==> config.mk <==
export PLATFORM = sky130hd
export DESIGN_NAME = poll_retry_timeout_manager_unit
export DESIGN_NICKNAME = d
export VERILOG_FILES = /design/src/hw/rtl/prtm_pkg.sv /design/src/hw/rtl/poll_retry_timeout_manager_unit.sv
export SDC_FILE = /design/constraint.sdc
export NUM_CORES = 1
export LEC_CHECK = 0
export BUFFER_PORTS_ARGS = -buffer_cell sky130_fd_sc_hd__buf_2
export CAP_MARGIN = 5
export CELL_PAD_IN_SITES_DETAIL_PLACEMENT = 0
export CELL_PAD_IN_SITES_GLOBAL_PLACEMENT = 1
export CORE_UTILIZATION = 45
export CTS_CLUSTER_SIZE = 8
export DETAILED_ROUTE_END_ITERATION = 7
export PLACE_DENSITY = 0.79
export REMOVE_ABC_BUFFERS = 1
export SLEW_MARGIN = 0
export SYNTH_ARGS = -nofsm -noshare
export SYNTH_HDL_FRONTEND = slang
export SYNTH_SLANG_ARGS = --single-unit
==> constraint.sdc <==
create_clock -name clk -period 13.9 [get_ports clk]
set_input_delay 3.475 -clock clk [delete_from_list [all_inputs] [get_ports clk]]
set_output_delay 3.475 -clock clk [all_outputs]
set_load 0.01 [all_outputs]
==> src/hw/rtl/prtm_pkg.sv <==
// Shared types and constants for the poll retry timeout manager.
`timescale 1ns / 1ps

package prtm_pkg;

	// Width of the wrapping millisecond timer.
	localparam int TIME_BITS = 32;

	// Comparison width: wide enough for the timer and for every 32-bit delay.
	localparam int CMP_BITS = (TIME_BITS > 32) ? TIME_BITS : 32;

	// Field widths.
	localparam int NOW_BITS   = 32;
	localparam int TRY_BITS   = 8;
	localparam int STATE_BITS = 3;
	localparam int SEND_BITS  = 2;
	localparam int CFG_IDX_BITS  = 3;
	localparam int CFG_DATA_BITS = 32;

	// Packed stream widths, rounded up to whole bytes.
	localparam int IN_BITS  = 40;
	localparam int OUT_BITS = 16;

	// Configuration register indexes.
	localparam logic [CFG_IDX_BITS-1:0] REG_SCAN_PERIOD    = 3'd0;
	localparam logic [CFG_IDX_BITS-1:0] REG_RESPONSE_DELAY = 3'd1;
	localparam logic [CFG_IDX_BITS-1:0] REG_RESET_DELAY    = 3'd2;
	localparam logic [CFG_IDX_BITS-1:0] REG_MAX_TRIES      = 3'd3;
	localparam logic [CFG_IDX_BITS-1:0] REG_FRAME_KIND     = 3'd4;
	localparam logic [CFG_IDX_BITS-1:0] REG_USE_INTERRUPT  = 3'd5;

	// Frame send codes.
	localparam logic [SEND_BITS-1:0] SEND_NONE    = 2'd0;
	localparam logic [SEND_BITS-1:0] SEND_REQUEST = 2'd1;
	localparam logic [SEND_BITS-1:0] SEND_ZERO    = 2'd2;

	// Reported state codes.
	localparam logic [STATE_BITS-1:0] ST_IDLE       = 3'd0;
	localparam logic [STATE_BITS-1:0] ST_WAIT_IRQ   = 3'd1;
	localparam logic [STATE_BITS-1:0] ST_WAIT_SCAN  = 3'd2;
	localparam logic [STATE_BITS-1:0] ST_WAIT_RESP  = 3'd3;
	localparam logic [STATE_BITS-1:0] ST_WAIT_RESET = 3'd4;

	// Poll state machine, one-hot.
	typedef enum logic [4:0] {
		PH_IDLE       = 5'b00001,
		PH_WAIT_IRQ   = 5'b00010,
		PH_WAIT_SCAN  = 5'b00100,
		PH_WAIT_RESP  = 5'b01000,
		PH_WAIT_RESET = 5'b10000
	} phase_t;

	// Map the one-hot phase to its reported code.
	function automatic logic [STATE_BITS-1:0] phase_code(input phase_t ph);
		logic [STATE_BITS-1:0] code;
		case (ph)
			PH_WAIT_IRQ:   code = ST_WAIT_IRQ;
			PH_WAIT_SCAN:  code = ST_WAIT_SCAN;
			PH_WAIT_RESP:  code = ST_WAIT_RESP;
			PH_WAIT_RESET: code = ST_WAIT_RESET;
			default:       code = ST_IDLE;
		endcase
		return code;
	endfunction

endpackage

==> src/hw/rtl/poll_retry_timeout_manager_unit.sv <==
// Top level of the poll retry timeout manager.
`timescale 1ns / 1ps

// Channel   Direction  Handshake            Payload
// s_*       in         s_tvalid / s_tready  s_tdata: process step sample
// m_*       out        m_tvalid / m_tready  m_tdata: command and status
// cfg_*     in         cfg_valid/cfg_ready  cfg_index, cfg_data: register write
//
// Each request is captured in an input register and its result is then
// registered in the output register. One request is taken every cycle while
// the output is not stalled; the state update (one 16x9 multiply and a compare) sits
// between those two registers. When the result is not taken, the input
// register holds one more request and then s_tready drops. Reset clears the
// poll state and valid flags and sets the configuration registers to their defaults.
module poll_retry_timeout_manager_unit (
	input  logic                                  clk,
	input  logic                                  arst_n,
	input  logic                                  s_tvalid,
	output logic                                  s_tready,
	// Fields from bit 0: now_ms[31:0], enabled, zero_request, device_ready,
	// irq_pending, response_ready, zero fill.
	input  logic [prtm_pkg::IN_BITS-1:0]          s_tdata,
	output logic                                  m_tvalid,
	input  logic                                  m_tready,
	// Fields from bit 0: send_frame[1:0], take_response, flush_device,
	// clear_irq, state_now[2:0], tries_done[7:0].
	output logic [prtm_pkg::OUT_BITS-1:0]         m_tdata,
	input  logic                                  cfg_valid,
	output logic                                  cfg_ready,
	input  logic [prtm_pkg::CFG_IDX_BITS-1:0]     cfg_index,
	input  logic [prtm_pkg::CFG_DATA_BITS-1:0]    cfg_data
);

	// Configuration registers. The frame kind is accepted but does not
	// affect any result, so it is not stored.
	logic [31:0] scan_period_q;
	logic [15:0] response_delay_q;
	logic [31:0] reset_delay_q;
	logic [7:0]  max_tries_q;
	logic        use_interrupt_q;

	// Poll state.
	prtm_pkg::phase_t                     phase_q, phase_d;
	logic [prtm_pkg::TIME_BITS-1:0]       start_stamp_q, start_stamp_d;
	logic [prtm_pkg::TRY_BITS-1:0]        try_count_q, try_count_d;
	logic                                 zero_pending_q, zero_pending_d;

	// Input stage.
	logic                                 valid_s1;
	logic [prtm_pkg::NOW_BITS-1:0]        now_s1;
	logic                                 enabled_s1;
	logic                                 zero_request_s1;
	logic                                 device_ready_s1;
	logic                                 irq_pending_s1;
	logic                                 response_ready_s1;

	// Output stage.
	logic                                 valid_s2;
	logic [prtm_pkg::OUT_BITS-1:0]        data_s2;

	logic                                 advance;
	logic [prtm_pkg::CMP_BITS-1:0]        now_wide;
	logic [prtm_pkg::TIME_BITS-1:0]       now_t;
	logic [prtm_pkg::TIME_BITS-1:0]       elapsed;
	logic [prtm_pkg::CMP_BITS-1:0]        elapsed_wide;
	logic [24:0]                          resp_limit;
	logic [8:0]                           try_next;
	logic                                 zero_latched;
	logic [prtm_pkg::SEND_BITS-1:0]       send_d;
	logic                                 take_d;
	logic                                 flush_d;
	logic                                 clr_d;

	// Handshakes: the input stage moves on whenever the output slot is free
	// or being emptied.
	assign advance   = valid_s1 && (!valid_s2 || m_tready);
	assign s_tready  = !valid_s1 || advance;
	assign cfg_ready = 1'b1;
	assign m_tvalid  = valid_s2;
	assign m_tdata   = data_s2;

	// Configuration writes; an index beyond the list is ignored.
	always_ff @(posedge clk or negedge arst_n) begin
		if (!arst_n) begin
			scan_period_q    <= 32'd1000;
			response_delay_q <= 16'd100;
			reset_delay_q    <= 32'd1000;
			max_tries_q      <= 8'd3;
			use_interrupt_q  <= 1'b0;
		end else if (cfg_valid && cfg_ready) begin
			case (cfg_index)
				prtm_pkg::REG_SCAN_PERIOD:    scan_period_q    <= cfg_data;
				prtm_pkg::REG_RESPONSE_DELAY: response_delay_q <= cfg_data[15:0];
				prtm_pkg::REG_RESET_DELAY:    reset_delay_q    <= cfg_data;
				prtm_pkg::REG_MAX_TRIES:      max_tries_q      <= cfg_data[7:0];
				prtm_pkg::REG_USE_INTERRUPT:  use_interrupt_q  <= cfg_data[0];
				default: begin
				end
			endcase
		end
	end

	// Input register control.
	always_ff @(posedge clk or negedge arst_n) begin
		if (!arst_n) begin
			valid_s1 <= 1'b0;
		end else if (s_tready) begin
			valid_s1 <= s_tvalid;
		end
	end

	// Input register payload.
	always_ff @(posedge clk) begin
		if (s_tready && s_tvalid) begin
			now_s1            <= s_tdata[31:0];
			enabled_s1        <= s_tdata[32];
			zero_request_s1   <= s_tdata[33];
			device_ready_s1   <= s_tdata[34];
			irq_pending_s1    <= s_tdata[35];
			response_ready_s1 <= s_tdata[36];
		end
	end

	// Timestamp masked to the timer width and elapsed time since request start.
	assign now_wide     = prtm_pkg::CMP_BITS'(now_s1);
	assign now_t        = now_wide[prtm_pkg::TIME_BITS-1:0];
	assign elapsed      = now_t - start_stamp_q;
	assign elapsed_wide = prtm_pkg::CMP_BITS'(elapsed);
	assign try_next     = {1'b0, try_count_q} + 9'd1;
	assign resp_limit   = response_delay_q * try_next;
	assign zero_latched = zero_pending_q || zero_request_s1;

	// Next state and commands for one step.
	always_comb begin
		phase_d        = phase_q;
		start_stamp_d  = start_stamp_q;
		try_count_d    = try_count_q;
		zero_pending_d = zero_latched;
		send_d         = prtm_pkg::SEND_NONE;
		take_d         = 1'b0;
		flush_d        = 1'b0;
		clr_d          = 1'b0;
		case (phase_q)
			prtm_pkg::PH_WAIT_IRQ: begin
				if (enabled_s1) begin
					if (irq_pending_s1) begin
						take_d = response_ready_s1;
						clr_d  = 1'b1;
					end
				end else begin
					phase_d = prtm_pkg::PH_IDLE;
				end
			end
			prtm_pkg::PH_WAIT_SCAN: begin
				if (enabled_s1) begin
					if (elapsed_wide >= prtm_pkg::CMP_BITS'(scan_period_q)) begin
						start_stamp_d = now_t;
						try_count_d   = '0;
						send_d        = prtm_pkg::SEND_REQUEST;
						phase_d       = prtm_pkg::PH_WAIT_RESP;
					end else if (zero_latched) begin
						send_d  = prtm_pkg::SEND_ZERO;
						phase_d = prtm_pkg::PH_WAIT_RESET;
					end
				end else begin
					phase_d = prtm_pkg::PH_IDLE;
				end
			end
			prtm_pkg::PH_WAIT_RESP: begin
				if (elapsed_wide >= prtm_pkg::CMP_BITS'(resp_limit)) begin
					if (response_ready_s1) begin
						take_d  = 1'b1;
						phase_d = prtm_pkg::PH_WAIT_SCAN;
					end else if (max_tries_q == 8'd0 || try_next >= {1'b0, max_tries_q}) begin
						flush_d = 1'b1;
						phase_d = prtm_pkg::PH_WAIT_SCAN;
					end else begin
						send_d      = prtm_pkg::SEND_REQUEST;
						try_count_d = try_next[7:0];
					end
				end
			end
			prtm_pkg::PH_WAIT_RESET: begin
				if (elapsed_wide >= prtm_pkg::CMP_BITS'(reset_delay_q)) begin
					zero_pending_d = 1'b0;
					phase_d        = prtm_pkg::PH_WAIT_SCAN;
				end
			end
			default: begin
				if (device_ready_s1 && enabled_s1) begin
					if (use_interrupt_q) begin
						phase_d = prtm_pkg::PH_WAIT_IRQ;
					end else begin
						start_stamp_d = now_t;
						try_count_d   = '0;
						send_d        = prtm_pkg::SEND_REQUEST;
						phase_d       = prtm_pkg::PH_WAIT_RESP;
					end
				end
			end
		endcase
	end

	// State update, one step per advancing request.
	always_ff @(posedge clk or negedge arst_n) begin
		if (!arst_n) begin
			phase_q        <= prtm_pkg::PH_IDLE;
			start_stamp_q  <= '0;
			try_count_q    <= '0;
			zero_pending_q <= 1'b0;
		end else if (advance) begin
			phase_q        <= phase_d;
			start_stamp_q  <= start_stamp_d;
			try_count_q    <= try_count_d;
			zero_pending_q <= zero_pending_d;
		end
	end

	// Output register control.
	always_ff @(posedge clk or negedge arst_n) begin
		if (!arst_n) begin
			valid_s2 <= 1'b0;
		end else if (advance) begin
			valid_s2 <= 1'b1;
		end else if (m_tready) begin
			valid_s2 <= 1'b0;
		end
	end

	// Output register payload.
	always_ff @(posedge clk) begin
		if (advance) begin
			data_s2 <= {try_count_d, prtm_pkg::phase_code(phase_d),
				clr_d, flush_d, take_d, send_d};
		end
	end

endmodule
==> out/qor.yml <==
synth:
  synth.yosys.seq_area_share_pct: 32.0
  synth_top_area_share_pct: 18.9
  syn_avg_cell_area_um2: 9.41
  synth_area_um2: 15800
  ys_ff_latch: 190
  synthTopCellsByArea: "dfrtp_1 (19%), ha_1 (14%), fa_1 (13%)"
  synth_commonest_cells: "inv_1 (261), nand2_1 (195), ha_1 (174), o21ai_0 (133), dfrtp_1 (119)"
  synth_cells: 1676
  yosysWarningCount: 0
  synth_top_area_cell: "dfrtp_1"
  yosysMostFrequentCell: "inv_1"
  yosysUniqueCellTypes: 76
  async_reset_ff_share_pct: 72.1
  ys.flop_type: "dfrtp_1"
  synth_edf_count: 53
clocking:
  cts_buffers: 17
  cts_resized: 0
  cts_tree: "done"
  cts_buffer_depth: 2
  cts_htree_levels: 4
  cts.sinks: 190
  worst_skew_pair.late_latency_ns: 0.45
  ctsHoldBuffers: 0
  cts_setup_buffers: 0
  root_buffer: "clkbuf_16"
  clk_pin_slew_worst_paths_ns: 0.08
timing:
  worst_slack_ns: 4.46
  tns_ns: 0
  fin_crit_ns: 9.44
  holdWs_ns: 0.490
  final_max_slew_viol_count: 0
  fmax_mhz: 106
  setup_violations: 0
  rsz0062_at_grt: "no"
  final.setup_skew_ns: 0.0165
  tightest_slew_ns: 1.04
  maxSlewHeadroom_pct: 30.1
  period_share_pct: 67.9
  hold_viol: 0
worst_setup_path:
  r2r.worst_path.cells: 33
  cp_max_fo: 23
  cp.required_ns: 14.19
  path_common_cell: "fa_1"
  crit_path_end_kind: "flip-flop"
  regToRegSetupSlack_ns: 4.46
  crit_path_max_incr_delay_ns: 0.91
  crit_slowest_cell: "dfrtp_1"
  worstSetupEndpoint: "m_tdata[8]"
  start_kind: "flip-flop"
  criticalPathCategory: "reg -> reg"
  critPathBufInv: 3
  r2r_start: "try_count_q[0]"
  crit_path_start: "try_count_q[0]"
  critical-path-top-delay-family: "adder cells"
  crit_cells: 33
  r2r_end: "m_tdata[8]"
  arrival_ns: 9.73
die:
  rows: 68
  die_w_um: 189
  die_h_um: 189
  initial_utilization_pct: 45.6
  core_area_um2: 34500
  ios: 99
  die_area_um2: 35800
routing:
  drc: 0
  wl_per_cell_um: 15.7
  via_per_inst: 5.19
  via_count: 11500
  routed_wl_mm: 34.7
  ant_nets: 0
  drt_iter0_drc: 646
  dr.pass1.iters: 5
status:
  status: "complete, no violations"
place:
  place_congestion: 0.829
  dp.cells: 2179
  postPlaceCellArea_um2: 16700
  io_buffer_count: 94
  hpwlAfterDp_mm: 26.7
  post-place-ws_ns: 4.59
final_layout:
  area_growth_pct: 9.59
  final_util_pct: 50.0
  nets: 2097
  final_cell_area_um2: 17300
  drive_above_1_share_pct: 11.6
  finalNonFillerCells: 2211
  fillers: 3285
  n_antenna_cell: 0
power_and_ir_drop:
  ir_worst_vdd_mv: 0.0977
  leakage_nw: 8.55
  power_density_nw_per_um2: 229
  finalPower_mw: 3.95
global_route:
  grt_pass1_wl_mm: 59.0
  grt_pass1_vias: 11700
  antenna_found_initial: 0
  overflow: 0
  grt_util_all_layers_pct: 20.7
  grt_start_max_net_pins: 86
run:
  maxCapViolations: 0
hold_path:
  min-delay-start: "now_s1[4]"
  hp-class: "reg -> reg"
[worst reg2reg max path, delay by kind of cell, from the launching register on]
family / cells / cell delay [ns]
multiplexers: 1 / 0.21
buffers and inverters: 3 / 0.18
flip-flops: 1 / 0.91
AND/OR/NAND/NOR: 10 / 2.29
AO/OA/AOI/OAI: 11 / 2.43
XOR/XNOR: 1 / 0.18
adder cells (fa/ha/maj): 7 / 3.08
[flip-flops by register name (all words and copies together) (netlist names), 5 cells and up]
signal,cells
response_delay_q,16
max_tries_q,8
try_count_q,8
reset_delay_q,32
m_tdata,16
scan_period_q,32
start_stamp_q,32
phase_q,5
now_s1,32
[power by group]
group	switching (mW)	internal, mW	leakage [nW]	total [mW]
Clock	0.229	0.266	0.286	0.495
Combinational	1.53	1.11	6.11	2.64
Sequential	0.0924	0.721	2.16	0.813
[logic make-up (layout without fill, tap and decap cells)]
logic type	after synthesis	in the layout	synth area share, %
AO/OA/AOI/OAI	339	339	13.4
XOR/XNOR	53	53	3.11
adder cells (fa/ha/maj)	274	274	26.5
buffers and inverters	314	394	7.59
flip-flops	190	190	32.0
multiplexers	33	33	2.34
other	1	1	0.0238
AND/OR/NAND/NOR	472	472	15.1
[cell usage in the layout (no fill, tap or decap), types with 6 or more instances in the layout]
cell type	netlist	layout
a211o_1	12	12
a211oi_1	10	10
a21o_1	51	51
a21oi_1	71	71
a31oi_1	7	7
and2_1	79	78
and3_1	12	12
buf_2	0	93
buf_4	1	7
clkbuf_16	0	17
dfrtp_1	119	119
dfstp_2	18	18
edfxtp_1	53	53
fa_1	100	100
ha_1	174	174
inv_1	261	261
mux2_2	31	31
nand2_1	195	195
nand2b_1	36	36
nand3_1	24	24
nand4_1	15	15
nor2_1	39	39
nor2b_1	11	11
nor3_1	23	23
o21a_1	6	6
o21ai_0	133	133
o21bai_1	6	6
or3_1	9	9
xnor2_1	35	34
xor2_1	16	15
[layout make-up]
cell class	instances	area (um^2)	share of cell area [%]
timing repair buffer	101	529	3.06
clock buffer	22	478	2.77
inverter	261	980	5.67
clock inverter	10	98.8	0.572
tap	455	569	3.29
multi-input combinational	1172	9580	55.4
sequential	190	5040	29.2
[worst min path at each step]
stage | cells past startpoint | end
final | 2 | start_stamp_q[4]
after global routing | 2 | start_stamp_q[28]
after CTS | 2 | start_stamp_q[28]
after detailed placement | 2 | start_stamp_q[28]
after global placement | 2 | start_stamp_q[23]
after floorplan | 2 | start_stamp_q[10]
[routing by layer]
layer | wire (um) | up-vias | track usage (%) | share of wire (%)
met2 | 16300 | 191 | 34.5 | 47
met3 | 1090 | 22 | 2.39 | 3.1
met4 | 434 | 0 | 4.71 | 1.3
met1 | 16800 | 5532 | 28.8 | 49
met5 | 0 | - | 0 | 0
li1 | - | 5720 | - | -
Note: power is estimated with default switching activity, not from simulation.
